### config.mk
export PLATFORM = sky130hd
export DESIGN_NAME = expression_tokenizer
export DESIGN_NICKNAME = d
export VERILOG_FILES = /design/src/et_pkg.sv /design/src/et_front.sv /design/src/et_queue.sv /design/src/et_back.sv /design/src/expression_tokenizer.sv
export SDC_FILE = /design/constraint.sdc
export NUM_CORES = 1
export LEC_CHECK = 0
export ABC_AREA = 1
export ABC_CLOCK_PERIOD_IN_PS = 5100
export BUFFER_PORTS_ARGS = -buffer_cell sky130_fd_sc_hd__buf_2
export CORE_MARGIN = 5
export CORE_UTILIZATION = 55
export DETAILED_ROUTE_END_ITERATION = 10
export PLACE_DENSITY = 0.75
export SETUP_SLACK_MARGIN = 0.02
export SYNTH_ARGS = -nofsm -noshare
export SYNTH_HDL_FRONTEND = slang
export SYNTH_SLANG_ARGS = --single-unit
### constraint.sdc
create_clock -name clk_i -period 5.1 [get_ports clk_i]
set_input_delay 0.255 -clock clk_i [delete_from_list [all_inputs] [get_ports clk_i]]
set_output_delay 0.255 -clock clk_i [all_outputs]
set_load 0.05 [all_outputs]
### src/et_pkg.sv
package et_pkg;

  // default width of the character position counter
  localparam int unsigned POS_BITS_DEF = 16;

  // token groups buffered between the scanner and the output stage
  localparam int unsigned Q_DEPTH = 4;
  localparam int unsigned Q_AW    = $clog2(Q_DEPTH);

  localparam int unsigned TDATA_IN_W  = 8;
  localparam int unsigned TDATA_OUT_W = 40;

  typedef enum logic [3:0] {
    TK_END      = 4'd0,
    TK_NUMBER   = 4'd1,
    TK_IDENT    = 4'd2,
    TK_PLUS     = 4'd3,
    TK_MINUS    = 4'd4,
    TK_STAR     = 4'd5,
    TK_SLASH    = 4'd6,
    TK_STARSTAR = 4'd7,
    TK_CARET    = 4'd8,
    TK_LPAREN   = 4'd9,
    TK_RPAREN   = 4'd10,
    TK_COMMA    = 4'd11,
    TK_ERROR    = 4'd12
  } token_kind_e;

  typedef struct packed {
    token_kind_e kind;
    logic [15:0] start;
    logic [15:0] len;
  } token_t;

  // all tokens caused by one input item, cnt is 1 or 2
  typedef struct packed {
    logic [1:0] cnt;
    token_t     tok0;
    token_t     tok1;
  } group_t;

endpackage

### src/et_front.sv
module et_front #(
  parameter int unsigned PosBits = et_pkg::POS_BITS_DEF
) (
  input  logic           clk_i,
  input  logic           rst_ni,
  input  logic           in_valid_i,
  output logic           in_ready_o,
  input  logic [7:0]     char_i,
  input  logic           eos_i,
  input  logic           q_full_i,
  output logic           push_o,
  output et_pkg::group_t grp_o
);

  localparam logic [2:0] MODE_IDLE   = 3'd0;
  localparam logic [2:0] MODE_NUMBER = 3'd1;
  localparam logic [2:0] MODE_IDENT  = 3'd2;
  localparam logic [2:0] MODE_STAR   = 3'd3;
  localparam logic [2:0] MODE_HALT   = 3'd4;

  localparam int unsigned SatW = PosBits + 1;
  localparam logic [SatW-1:0] SatLim = SatW'(17'h0FFFF);

  function automatic logic [15:0] sat16(input logic [PosBits-1:0] v);
    logic [15:0] r;
    if ({1'b0, v} > SatLim) r = 16'hFFFF;
    else                    r = 16'(v);
    return r;
  endfunction

  logic [2:0]         mode_q, mode_d;
  logic               dot_q, dot_d;
  logic               exp_q, exp_d;
  logic               jae_q, jae_d;
  logic [PosBits-1:0] pos_q, pos_d;
  logic [PosBits-1:0] tstart_q, tstart_d;

  logic accept;
  logic is_digit, is_alpha, is_space, is_dot, is_e, is_star, is_us, is_pm;
  logic id_char;

  // outcome of a character that opens a new token
  logic [2:0]          st_mode;
  logic                st_emit;
  et_pkg::token_kind_e st_kind;

  logic                fl_valid, sec_valid;
  et_pkg::token_t      fl_tok, sec_tok;
  logic                do_start;

  assign in_ready_o = !q_full_i;
  assign accept     = in_valid_i && in_ready_o;

  always_comb begin
    is_digit = (char_i >= 8'h30) && (char_i <= 8'h39);
    is_alpha = ((char_i >= 8'h61) && (char_i <= 8'h7A)) ||
               ((char_i >= 8'h41) && (char_i <= 8'h5A));
    is_space = (char_i == 8'h20) || ((char_i >= 8'h09) && (char_i <= 8'h0D));
    is_dot   = (char_i == 8'h2E);
    is_e     = (char_i == 8'h65) || (char_i == 8'h45);
    is_star  = (char_i == 8'h2A);
    is_us    = (char_i == 8'h5F);
    is_pm    = (char_i == 8'h2B) || (char_i == 8'h2D);
    id_char  = is_alpha || is_digit || is_us;
  end

  always_comb begin
    st_emit = 1'b0;
    st_kind = et_pkg::TK_ERROR;
    st_mode = MODE_IDLE;
    if (is_space) begin
      st_mode = MODE_IDLE;
    end else if (is_digit || is_dot) begin
      st_mode = MODE_NUMBER;
    end else if (is_alpha || is_us) begin
      st_mode = MODE_IDENT;
    end else if (is_star) begin
      st_mode = MODE_STAR;
    end else begin
      st_emit = 1'b1;
      unique case (char_i)
        8'h2B:   st_kind = et_pkg::TK_PLUS;
        8'h2D:   st_kind = et_pkg::TK_MINUS;
        8'h2F:   st_kind = et_pkg::TK_SLASH;
        8'h5E:   st_kind = et_pkg::TK_CARET;
        8'h28:   st_kind = et_pkg::TK_LPAREN;
        8'h29:   st_kind = et_pkg::TK_RPAREN;
        8'h2C:   st_kind = et_pkg::TK_COMMA;
        default: st_kind = et_pkg::TK_ERROR;
      endcase
      st_mode = (st_kind == et_pkg::TK_ERROR) ? MODE_HALT : MODE_IDLE;
    end
  end

  always_comb begin
    mode_d   = mode_q;
    dot_d    = dot_q;
    exp_d    = exp_q;
    jae_d    = jae_q;
    tstart_d = tstart_q;
    pos_d    = (pos_q == '1) ? pos_q : pos_q + PosBits'(1);
    do_start = 1'b0;

    fl_valid      = 1'b0;
    fl_tok.kind   = et_pkg::TK_NUMBER;
    fl_tok.start  = sat16(tstart_q);
    fl_tok.len    = sat16(pos_q - tstart_q);
    sec_valid     = 1'b0;
    sec_tok.kind  = st_kind;
    sec_tok.start = sat16(pos_q);
    sec_tok.len   = 16'd1;

    if (eos_i) begin
      // flush the pending token, then end, then clear everything
      unique case (mode_q)
        MODE_NUMBER: fl_valid = 1'b1;
        MODE_IDENT: begin
          fl_valid    = 1'b1;
          fl_tok.kind = et_pkg::TK_IDENT;
        end
        MODE_STAR: begin
          fl_valid    = 1'b1;
          fl_tok.kind = et_pkg::TK_STAR;
          fl_tok.len  = 16'd1;
        end
        default: fl_valid = 1'b0;
      endcase
      sec_valid    = 1'b1;
      sec_tok.kind = et_pkg::TK_END;
      sec_tok.len  = 16'd0;
      mode_d       = MODE_IDLE;
      dot_d        = 1'b0;
      exp_d        = 1'b0;
      jae_d        = 1'b0;
      pos_d        = '0;
      tstart_d     = '0;
    end else begin
      unique case (mode_q)
        MODE_NUMBER: begin
          jae_d = 1'b0;
          if (is_digit || (jae_q && is_pm)) begin
            mode_d = MODE_NUMBER;
          end else if (is_dot && !dot_q && !exp_q) begin
            dot_d = 1'b1;
          end else if (is_e && !exp_q) begin
            exp_d = 1'b1;
            jae_d = 1'b1;
          end else begin
            fl_valid = 1'b1;
            do_start = 1'b1;
          end
        end
        MODE_IDENT: begin
          if (!id_char) begin
            fl_valid    = 1'b1;
            fl_tok.kind = et_pkg::TK_IDENT;
            do_start    = 1'b1;
          end
        end
        MODE_STAR: begin
          fl_valid   = 1'b1;
          fl_tok.len = 16'd1;
          if (is_star) begin
            fl_tok.kind = et_pkg::TK_STARSTAR;
            fl_tok.len  = 16'd2;
            mode_d      = MODE_IDLE;
          end else begin
            fl_tok.kind = et_pkg::TK_STAR;
            do_start    = 1'b1;
          end
        end
        MODE_IDLE: do_start = 1'b1;
        default:   mode_d = MODE_HALT;
      endcase

      if (do_start) begin
        mode_d    = st_mode;
        sec_valid = st_emit;
        dot_d     = (st_mode == MODE_NUMBER) && is_dot;
        exp_d     = 1'b0;
        jae_d     = 1'b0;
        if (!st_emit && !is_space) tstart_d = pos_q;
      end
    end
  end

  always_comb begin
    grp_o = '0;
    if (fl_valid) begin
      grp_o.cnt  = sec_valid ? 2'd2 : 2'd1;
      grp_o.tok0 = fl_tok;
      grp_o.tok1 = sec_tok;
    end else begin
      grp_o.cnt  = sec_valid ? 2'd1 : 2'd0;
      grp_o.tok0 = sec_tok;
      grp_o.tok1 = sec_tok;
    end
  end

  assign push_o = accept && (grp_o.cnt != 2'd0);

  always_ff @(posedge clk_i or negedge rst_ni) begin
    if (!rst_ni) begin
      mode_q   <= MODE_IDLE;
      dot_q    <= 1'b0;
      exp_q    <= 1'b0;
      jae_q    <= 1'b0;
      pos_q    <= '0;
      tstart_q <= '0;
    end else if (accept) begin
      mode_q   <= mode_d;
      dot_q    <= dot_d;
      exp_q    <= exp_d;
      jae_q    <= jae_d;
      pos_q    <= pos_d;
      tstart_q <= tstart_d;
    end
  end

endmodule

### src/et_queue.sv
module et_queue (
  input  logic           clk_i,
  input  logic           rst_ni,
  input  logic           push_i,
  input  et_pkg::group_t grp_i,
  output logic           full_o,
  input  logic           pop_i,
  output logic           empty_o,
  output et_pkg::group_t head_o
);

  et_pkg::group_t mem_q [et_pkg::Q_DEPTH];

  logic [et_pkg::Q_AW-1:0] wr_q, rd_q;
  logic [et_pkg::Q_AW:0]   cnt_q;

  assign full_o  = (cnt_q == (et_pkg::Q_AW+1)'(et_pkg::Q_DEPTH));
  assign empty_o = (cnt_q == '0);
  assign head_o  = mem_q[rd_q];

  always_ff @(posedge clk_i) begin
    if (push_i) mem_q[wr_q] <= grp_i;
  end

  always_ff @(posedge clk_i or negedge rst_ni) begin
    if (!rst_ni) begin
      wr_q  <= '0;
      rd_q  <= '0;
      cnt_q <= '0;
    end else begin
      if (push_i) wr_q <= wr_q + (et_pkg::Q_AW)'(1);
      if (pop_i)  rd_q <= rd_q + (et_pkg::Q_AW)'(1);
      unique case ({push_i, pop_i})
        2'b10:   cnt_q <= cnt_q + (et_pkg::Q_AW+1)'(1);
        2'b01:   cnt_q <= cnt_q - (et_pkg::Q_AW+1)'(1);
        default: cnt_q <= cnt_q;
      endcase
    end
  end

endmodule

### src/et_back.sv
module et_back (
  input  logic           clk_i,
  input  logic           rst_ni,
  input  logic           empty_i,
  input  et_pkg::group_t head_i,
  output logic           pop_o,
  output logic           out_valid_o,
  input  logic           out_ready_i,
  output et_pkg::token_t out_tok_o,
  output logic           out_last_o
);

  logic           vld_q;
  logic           idx_q;
  et_pkg::token_t tok_q;
  logic           last_q;

  logic           load, take, cur_last;
  et_pkg::token_t cur_tok;

  assign load     = !vld_q || out_ready_i;
  assign take     = load && !empty_i;
  assign cur_tok  = idx_q ? head_i.tok1 : head_i.tok0;
  // second token, or the only one of a group, closes the item
  assign cur_last = idx_q || (head_i.cnt == 2'd1);
  assign pop_o    = take && cur_last;

  always_ff @(posedge clk_i or negedge rst_ni) begin
    if (!rst_ni) begin
      vld_q <= 1'b0;
      idx_q <= 1'b0;
    end else begin
      if (load) vld_q <= !empty_i;
      if (take) idx_q <= !cur_last;
    end
  end

  always_ff @(posedge clk_i) begin
    if (take) begin
      tok_q  <= cur_tok;
      last_q <= cur_last;
    end
  end

  assign out_valid_o = vld_q;
  assign out_tok_o   = tok_q;
  assign out_last_o  = last_q;

endmodule

### src/expression_tokenizer.sv
// streaming lexer for arithmetic expressions
// input channel (s_axis): one source byte per item in tdata, tlast marks the
// end of source; an end item flushes a pending token, emits an end token and
// clears the scanner, including the character count
// output channel (m_axis): one token per item, tdata carries kind, start
// position and length, tlast is set on the last token caused by an input item
// a token reaches m_axis through the queue and the output register: the queue
// is written at the edge that accepts the character that completes it, and the
// output register loads from the queue once it is free; a second token follows
// throughput: one character per cycle while each causes at most one token and
// the queue has room; the two tokens of a character that causes two leave in
// turn, and the scanner keeps going while the four-entry token queue has room
// reset clears the scanner, the queue and the output valid flag; characters
// after an error are counted but cause no tokens until the end item
// when the receiver stalls the output register holds, the queue fills and
// s_axis_tready_o drops once the queue is full
module expression_tokenizer #(
  parameter int unsigned PosBits = et_pkg::POS_BITS_DEF
) (
  input  logic                           clk_i,
  input  logic                           rst_ni,
  input  logic                           s_axis_tvalid_i,
  output logic                           s_axis_tready_o,
  input  logic [et_pkg::TDATA_IN_W-1:0]  s_axis_tdata_i,  // [7:0] char_code
  input  logic                           s_axis_tlast_i,  // end_of_source
  output logic                           m_axis_tvalid_o,
  input  logic                           m_axis_tready_i,
  // [3:0] token_kind, [19:4] start_pos, [35:20] token_len, [39:36] zero
  output logic [et_pkg::TDATA_OUT_W-1:0] m_axis_tdata_o,
  output logic                           m_axis_tlast_o   // last_of_run
);

  logic           push, full, pop, empty;
  et_pkg::group_t grp, head;
  et_pkg::token_t out_tok;

  et_front #(
    .PosBits(PosBits)
  ) u_front (
    .clk_i     (clk_i),
    .rst_ni    (rst_ni),
    .in_valid_i(s_axis_tvalid_i),
    .in_ready_o(s_axis_tready_o),
    .char_i    (s_axis_tdata_i),
    .eos_i     (s_axis_tlast_i),
    .q_full_i  (full),
    .push_o    (push),
    .grp_o     (grp)
  );

  et_queue u_queue (
    .clk_i  (clk_i),
    .rst_ni (rst_ni),
    .push_i (push),
    .grp_i  (grp),
    .full_o (full),
    .pop_i  (pop),
    .empty_o(empty),
    .head_o (head)
  );

  et_back u_back (
    .clk_i      (clk_i),
    .rst_ni     (rst_ni),
    .empty_i    (empty),
    .head_i     (head),
    .pop_o      (pop),
    .out_valid_o(m_axis_tvalid_o),
    .out_ready_i(m_axis_tready_i),
    .out_tok_o  (out_tok),
    .out_last_o (m_axis_tlast_o)
  );

  assign m_axis_tdata_o = {4'd0, out_tok.len, out_tok.start, out_tok.kind};

endmodule
## Yosys cells after proc, flatten, opt, wreduce, memory -nomap -nowiden

Memory sizes are Yosys's and may differ from the RTL's.
Index checks and enable logic that the tools add are counted.

| storage, ports and cells | value |
|---|---|
| flip-flop bits (word level) | 84 |
| bits in latches | 0 |
| RAM bits | 296 |
| bits in read-only memories | 0 |
| output and inout port bits | 43 |
| memories kept | 1 |

| cells by class | value |
|---|---|
| add/sub/neg operators | 6 |
| $mul | 0 |
| divide/modulo/power cells | 0 |
| magnitude comparators | 8 |
| equal/unequal tests | 29 |
| shift operators | 0 |
| muxes and demuxes | 74 |
| bitwise logic cells | 0 |
| reductions and logical operators | 50 |

Memories:

| name | words | bits a word | rd ports | clocked after Yosys merged registers in | wr ports | line | source |
|---|---|---|---|---|---|---|---|
| u_queue.mem_q | 4 | 74 | 1 | 0 | 1 | et_queue.sv:12 | `et_pkg::group_t mem_q [et_pkg::Q_DEPTH];` |

Operators with widths:

| kind | count |
|---|---|
| $mux 16 | 8 |
| $mux 74 | 1 |
| $eq 8x6->1 const B | 9 |
| $mux 4 | 10 |
| $mux 36 | 1 |
| $mux 1 | 34 |
| $eq 8x7->1 const B | 4 |
| $pmux 4 s7 | 1 |
| $mux 3 | 9 |
| $add 16x1->16 const B | 1 |
| $eq 16x16->1 const B | 1 |
| $ge 8x7->1 const B | 2 |
| $le 8x7->1 const B | 2 |
| $sub 16x16->16 | 1 |
| $logic_and 1x1->1 | 14 |
| $pmux 3 s2 | 2 |
| $logic_or 1x1->1 | 11 |
| $pmux 3 s3 | 1 |
| $reduce_bool 3->1 | 3 |
| $ge 8x4->1 const B | 1 |
| $ge 8x6->1 const B | 1 |
| $le 8x4->1 const B | 1 |
| $le 8x6->1 const B | 1 |
| $logic_not 1->1 | 8 |
| 25 further kinds | 40 |

## Longest topological paths before layout

| logic depth | value |
|---|---|
| word-level depth | 17 |
| depth in mapped cells | 22 |
| depth with buffers taken out | 20 |

## By module

From an unflattened synthesis, not the netlist that was laid out.

| unflattened totals | value |
|---|---|
| cell total of the unflattened synthesis | 1660 |
| area, all modules | 18031.0 µm² |

By module, submodules not included:

| module | times used | cells each | area each (µm²) | seq. area each (µm²) |
|---|---|---|---|---|
| et_queue | 1 | 912 | 12627.1 | 9063.7 |
| et_front | 1 | 575 | 3694.8 | 950.9 |
| et_back | 1 | 168 | 1675.4 | 1161.1 |
| expression_tokenizer | 1 | 5 | 33.8 | 0.0 |

## Worst setup path after synthesis

OpenSTA, ideal clock, no wires.

| timing path | value |
|---|---|
| path type | reg2reg |
| start | register u_front.mode_q[2] |
| end | memory u_queue.mem_q[0][0] (netlist name), enable pin |
| library setup time | 0.476 ns |
| data arrival time | 4.335 ns |
| data required time | 4.624 ns |
| path slack | 0.288 ns |
| cell stages (with the launch flop) | 14 |
| period minus slack after synthesis | 4.812 ns |
| cell sequence | dfrtp_1 > or2_4 > nor2_2 > nand3_2 > nor2_2 > nor2_4 > nand3_4 > nand2_4 > buf_12 > buf_8 > ha_1 > inv_1 > nand2_1 > nor2_1 |

| on the way | value |
|---|---|
| longest elaborated chain between the ends | 11 |
| elaborated cells on any way between the ends | 19 |

RTL lines:

| element | line | source |
|---|---|---|
| from (decl) | et_front.sv:31 | `logic [2:0] mode_q, mode_d;` |
| from (signal assigned) | et_front.sv:211 | `mode_q <= mode_d;` |
| $eq 3x2->1, or another cell as far along | et_front.sv:115, et_front.sv:138 |  |
| $pmux 1 s4 | et_front.sv:138 | `unique case (mode_q)` |
| $mux 1 | et_front.sv:113 | `if (eos_i) begin` |
| $mux 1 | et_front.sv:176 | `if (do_start) begin` |
| $mux 1 | et_front.sv:113 |  |
| $mux 1 / $mux 2 (equally long branches) | et_front.sv:194, et_front.sv:190 |  |
| $mux 74 * | et_front.sv:189 | `if (fl_valid) begin` |
| $reduce_bool 2->1 * | et_front.sv:200 | `assign push_o = accept && (grp_o.cnt != 2'd0);` |
| $logic_and 1x1->1 * | et_front.sv:200 |  |
| $mux 1 * | et_queue.sv:22 | `if (push_i) mem_q[wr_q] <= grp_i;` |
| $mux 1 (implied by the code) * | et_queue.sv:22 |  |
| to (decl) | et_queue.sv:12 |  |

Every way passes the cells marked *; elsewhere a longest branch is shown, timed or not. The select of a mux whose other input is x is not followed.

## Worst setup path in the final report

| timing path | value |
|---|---|
| start | register u_front.mode_q[1] |
| end | memory u_queue.mem_q[2][25] (netlist name), enable pin |

Same word-level chain as after synthesis.

==> summary.txt <==
Global route
  • Total grt overflow: 0
  • First-pass GRT wire length: 50.09 mm
  • Initial antenna violation count: 0
  • GRT Total Usage: 21.35%
  • Vias in the first global route: 9411
  • Largest net degree at the start of global routing: 92

Power
  • Power share of the clock group: 24.2%
  • Combinational Power Share: 36.2%
  • Sw frac: 38.77%
  • Internal: approximately 6.0 mW
  • Worst vdd ir: 0.0004045 V
  • Sequential cell fraction of total power: 39.6%
  • Leakage: approximately 6 nW
  • Pwr dens: 607.1 nW/um^2
  • P_sw: 3.773 mW

Routing
  • DR iter-0 viols: 873
  • Vias per Instance: 5.703
  • WL per Instance: 18.34 um
  • Routed vias: between 9k and 10k
  • Routed Antenna Nets: 0
  • TritonRoute pass-1 iters: 5
  • Post-Route WL: 31.77 mm
  • Drc violations: 0

CTS
  • Setup repair bufs after CTS: 0
  • Clock latency reported for the late side of the worst-skew pair: 540 ps
  • H-tree lvl count: 1
  • Root Buffer: clkbuf_16
  • Total clock sinks: 320
  • TritonCTS clock tree: built
  • CTS Buf Count: 31
  • Reg clk slew, reported paths: about 60 ps
  • Clk buf depth: 3

Floorplanning
  • DIE HEIGHT: 172.0 um
  • Core box area: 25980 um^2
  • # IOs: 56
  • Row cnt: 59
  • Die W: 172.0 um
  • Initial Util: between 50% and 60%
  • Die area: 29600 um^2

Synthesis
  • Ys Warns: 0
  • Async set-reset flop share out of synthesis: 14.69%
  • Sequential share of the synthesized area: between 60% and 70%
  • Average size of a mapped cell: 10.80 um^2
  • Post-synth EDFFs: 273
  • Mapped Area: approximately 14000 um^2
  • Synthesized flop and latch total: 320
  • Number of distinct library cells after synthesis: 51
  • Top_reg_cell synth: edfxtp_1
  • Mapped Cells: 1337

Worst setup path
  • CP Buf/Inv Count: 4
  • Crit-path max FO: 39
  • CP peak stage delay: 660 ps
  • Worst-path cell chain: inv_2 -> nor2_1 -> nand2_1 -> nor2_1 -> nand3_2 -> inv_2 -> nor2_4 -> nand3_4 -> nand2_4 -> ha_1 -> inv_1 -> nand2_1 -> nor2_4 -> buf_12
  • CP Data Required Time: 5320 ps
  • Slowest cell on crit path: nor2_4
  • CP Class: reg -> reg
  • Worst setup SP type: flip-flop
  • Register-to-Register Setup Slack: 1520 ps
  • Arr. time, crit path: 3810 ps
  • CP endpoint kind: flip-flop
  • Crit-path leading delay family: simple AND/OR/NAND/NOR gates

Place
  • Placed cell area: 14950 um^2
  • Detailed Place HPWL: ~20 mm
  • Inst Count DP: 1673
  • # port buffers: 51
  • GP Congestion: 0.9319

Run status
  • Status: finished, final reports clean

Timing
  • Post-route setup TNS: 0 ps
  • Post-route minimum period: 3584 ps
  • Unrepaired setup endpoints after global routing: no
  • Crit share post-route: 70.28%
  • Setup violations, final: 0
  • Fmax: 0.2790 GHz
  • Final Max Slew Viols: 0
  • Worst Tran Pin Value: 934.7 ps
  • Clock Skew: 9.091 ps
  • Relative slew slack: a little under two fifths
  • Final hold vios: 0

Finish
  • FF+latch area: around 9400 um^2
  • Filler cells: 2009
  • Area grow syn2layout: 11.02%
  • Finished Cell Area: 16030 um^2
  • Final cell count without fillers: 1732
  • Number of diodes: 0
  • Layout cells sized above 1: 13.60%
  • Area of the multi-input gates: 4456 um^2
  • Final nets: 1411

Min path
  • Hold Path Class: in -> reg

Job
  • Max Cap Viol: 0
==> cells in the mapped netlist (7+ instances only) <==
library cell	n	area, um^2
nand4_1	12	75.07
o21ai_0	131	655.6
nand2_2	16	100.1
nand3_1	62	310.3
xor2_1	10	87.58
o31ai_1	7	52.55
dfrtp_1	47	1176
nor3_1	11	55.05
a21oi_1	42	210.2
nor2_2	14	87.58
nor2_1	271	1017
o21ai_1	8	40.04
clkbuf_1	45	168.9
ha_1	23	287.8
inv_2	10	37.54
o22ai_1	25	156.4
a31oi_1	23	143.9
edfxtp_1	273	8198
nand2_1	154	578.1
o21ai_2	15	131.4
xnor2_1	9	78.83
inv_1	72	270.3
==> cell families (layout without fill, tap and decap cells) <==
family | after synthesis | in the layout | synth area share [%]
AOI/OAI and AO/OA | 257 | 257 | 10.02
buffers and inverters | 151 | 208 | 4.618
other | 1 | 4 | 0.02597
and+or+nand+nor | 564 | 564 | 17.00
DFF | 320 | 320 | 64.92
xor gates and xnor gates | 19 | 19 | 1.152
adders and majority gates | 25 | 25 | 2.270
==> cell usage in the layout (no fill, tap or decap), types with 6 or more instances in the layout <==
cell and n:
nand3_1 62, clkbuf_16 31, xnor2_1 9, nand2_2 16, ha_1 23, o22ai_1 25
nand2_1 154, dfrtp_1 45, nor3_1 11, inv_2 11, o21ai_1 8, o21ai_0 131
xor2_1 10, edfxtp_1 273, inv_1 72, buf_2 51, nor2_1 267, o21ai_2 15
o31ai_1 7, nand4_1 12, a31oi_1 22, clkinv_1 7, buf_4 10, nor2_2 14
a21oi_1 42, bufinv_16 6
==> stage by stage <==
stage	utilization, %	setup slack, ps	hold slack [ps]	power [mW]
2_1_floorplan	-	288.4	-40.59	6.498
3_3_place_gp	57.53	1512	396.0	7.322
5_1_grt	61.70	1298	216.8	10.28
4_1_cts	61.70	1511	151.5	9.786
6_report	61.70	1516	170.0	9.732
3_5_place_dp	57.53	1444	402.9	7.409
==> state kept, by name, summed over array words and instances, names as in the netlist, 2 cells and up <==
signal	flops
u_queue.cnt_q	3
u_front.mode_q	3
u_queue.mem_q	236
u_queue.rd_q	2
u_queue.wr_q	2
u_front.pos_q	16
u_front.tstart_q	16
u_back.out_tok_o	36
==> worst paths after layout <==
kind / start / endpoint / depth (start not counted)
max: u_front.mode_q[1] / u_queue.mem_q[2][25] / 14
min: s_axis_tdata_i[4] / u_front.exp_q / 5
max reg2reg: u_front.mode_q[1] / u_queue.mem_q[2][25] / 14
min reg2reg: u_front.tstart_q[1] / u_front.tstart_q[1] / 2
max in group asynchronous: rst_ni / u_queue.rd_q[0] / 3
min in group asynchronous: rst_ni / u_front.exp_q / 3
==> tightest hold or removal path: cells and delay by family <==
kind	cells	cell delay (ps)
AND/OR/NAND/NOR	3	220
AO/OA/AOI/OAI	1	60
buffers and inverters	1	130
==> final cells by class <==
| type | instances | area share (%) |
|---|---|---|
| Sequential cell | 320 | 58.50 |
| Multi-Input combinational cell | 869 | 27.79 |
| Clock buffer | 36 | 4.956 |
| Tap cell | 335 | 2.615 |
| Timing Repair Buffer | 65 | 2.435 |
| Inverter | 86 | 2.029 |
| Clock inverter | 21 | 1.670 |
==> metal layers <==
metal	wire length (um)	global-route usage [%]	part of all wire, %	vias up
li1	-	-	-	4720
met3	2026	3.064	6.4	59
met2	14890	34.60	47	326
met4	709	5.229	2.2	0
met5	0	0	0	-
met1	14140	30.97	45	4772
==> power by group through the flow <==
| stage | registers, mW | clock network (mW) | logic, mW |
|---|---|---|---|
| 6_report | 3.85 | 2.36 | 3.52 |
| 5_1_grt | 3.90 | 2.51 | 3.87 |
| 4_1_cts | 3.86 | 2.40 | 3.53 |
| 3_5_place_dp | 3.91 | 0 | 3.50 |
| 3_3_place_gp | 3.89 | 0 | 3.43 |
| 2_1_floorplan | 4.40 | 0 | 2.10 |
==> repair_timing <==
| item | in CTS | in global routing |
|---|---|---|
| hold buffers | 2 | 0 |
| hold endpoints to repair | 48 | 0 |
| gates resized for setup | 0 | 0 |
No activity file was read; power rests on OpenSTA's default activity.
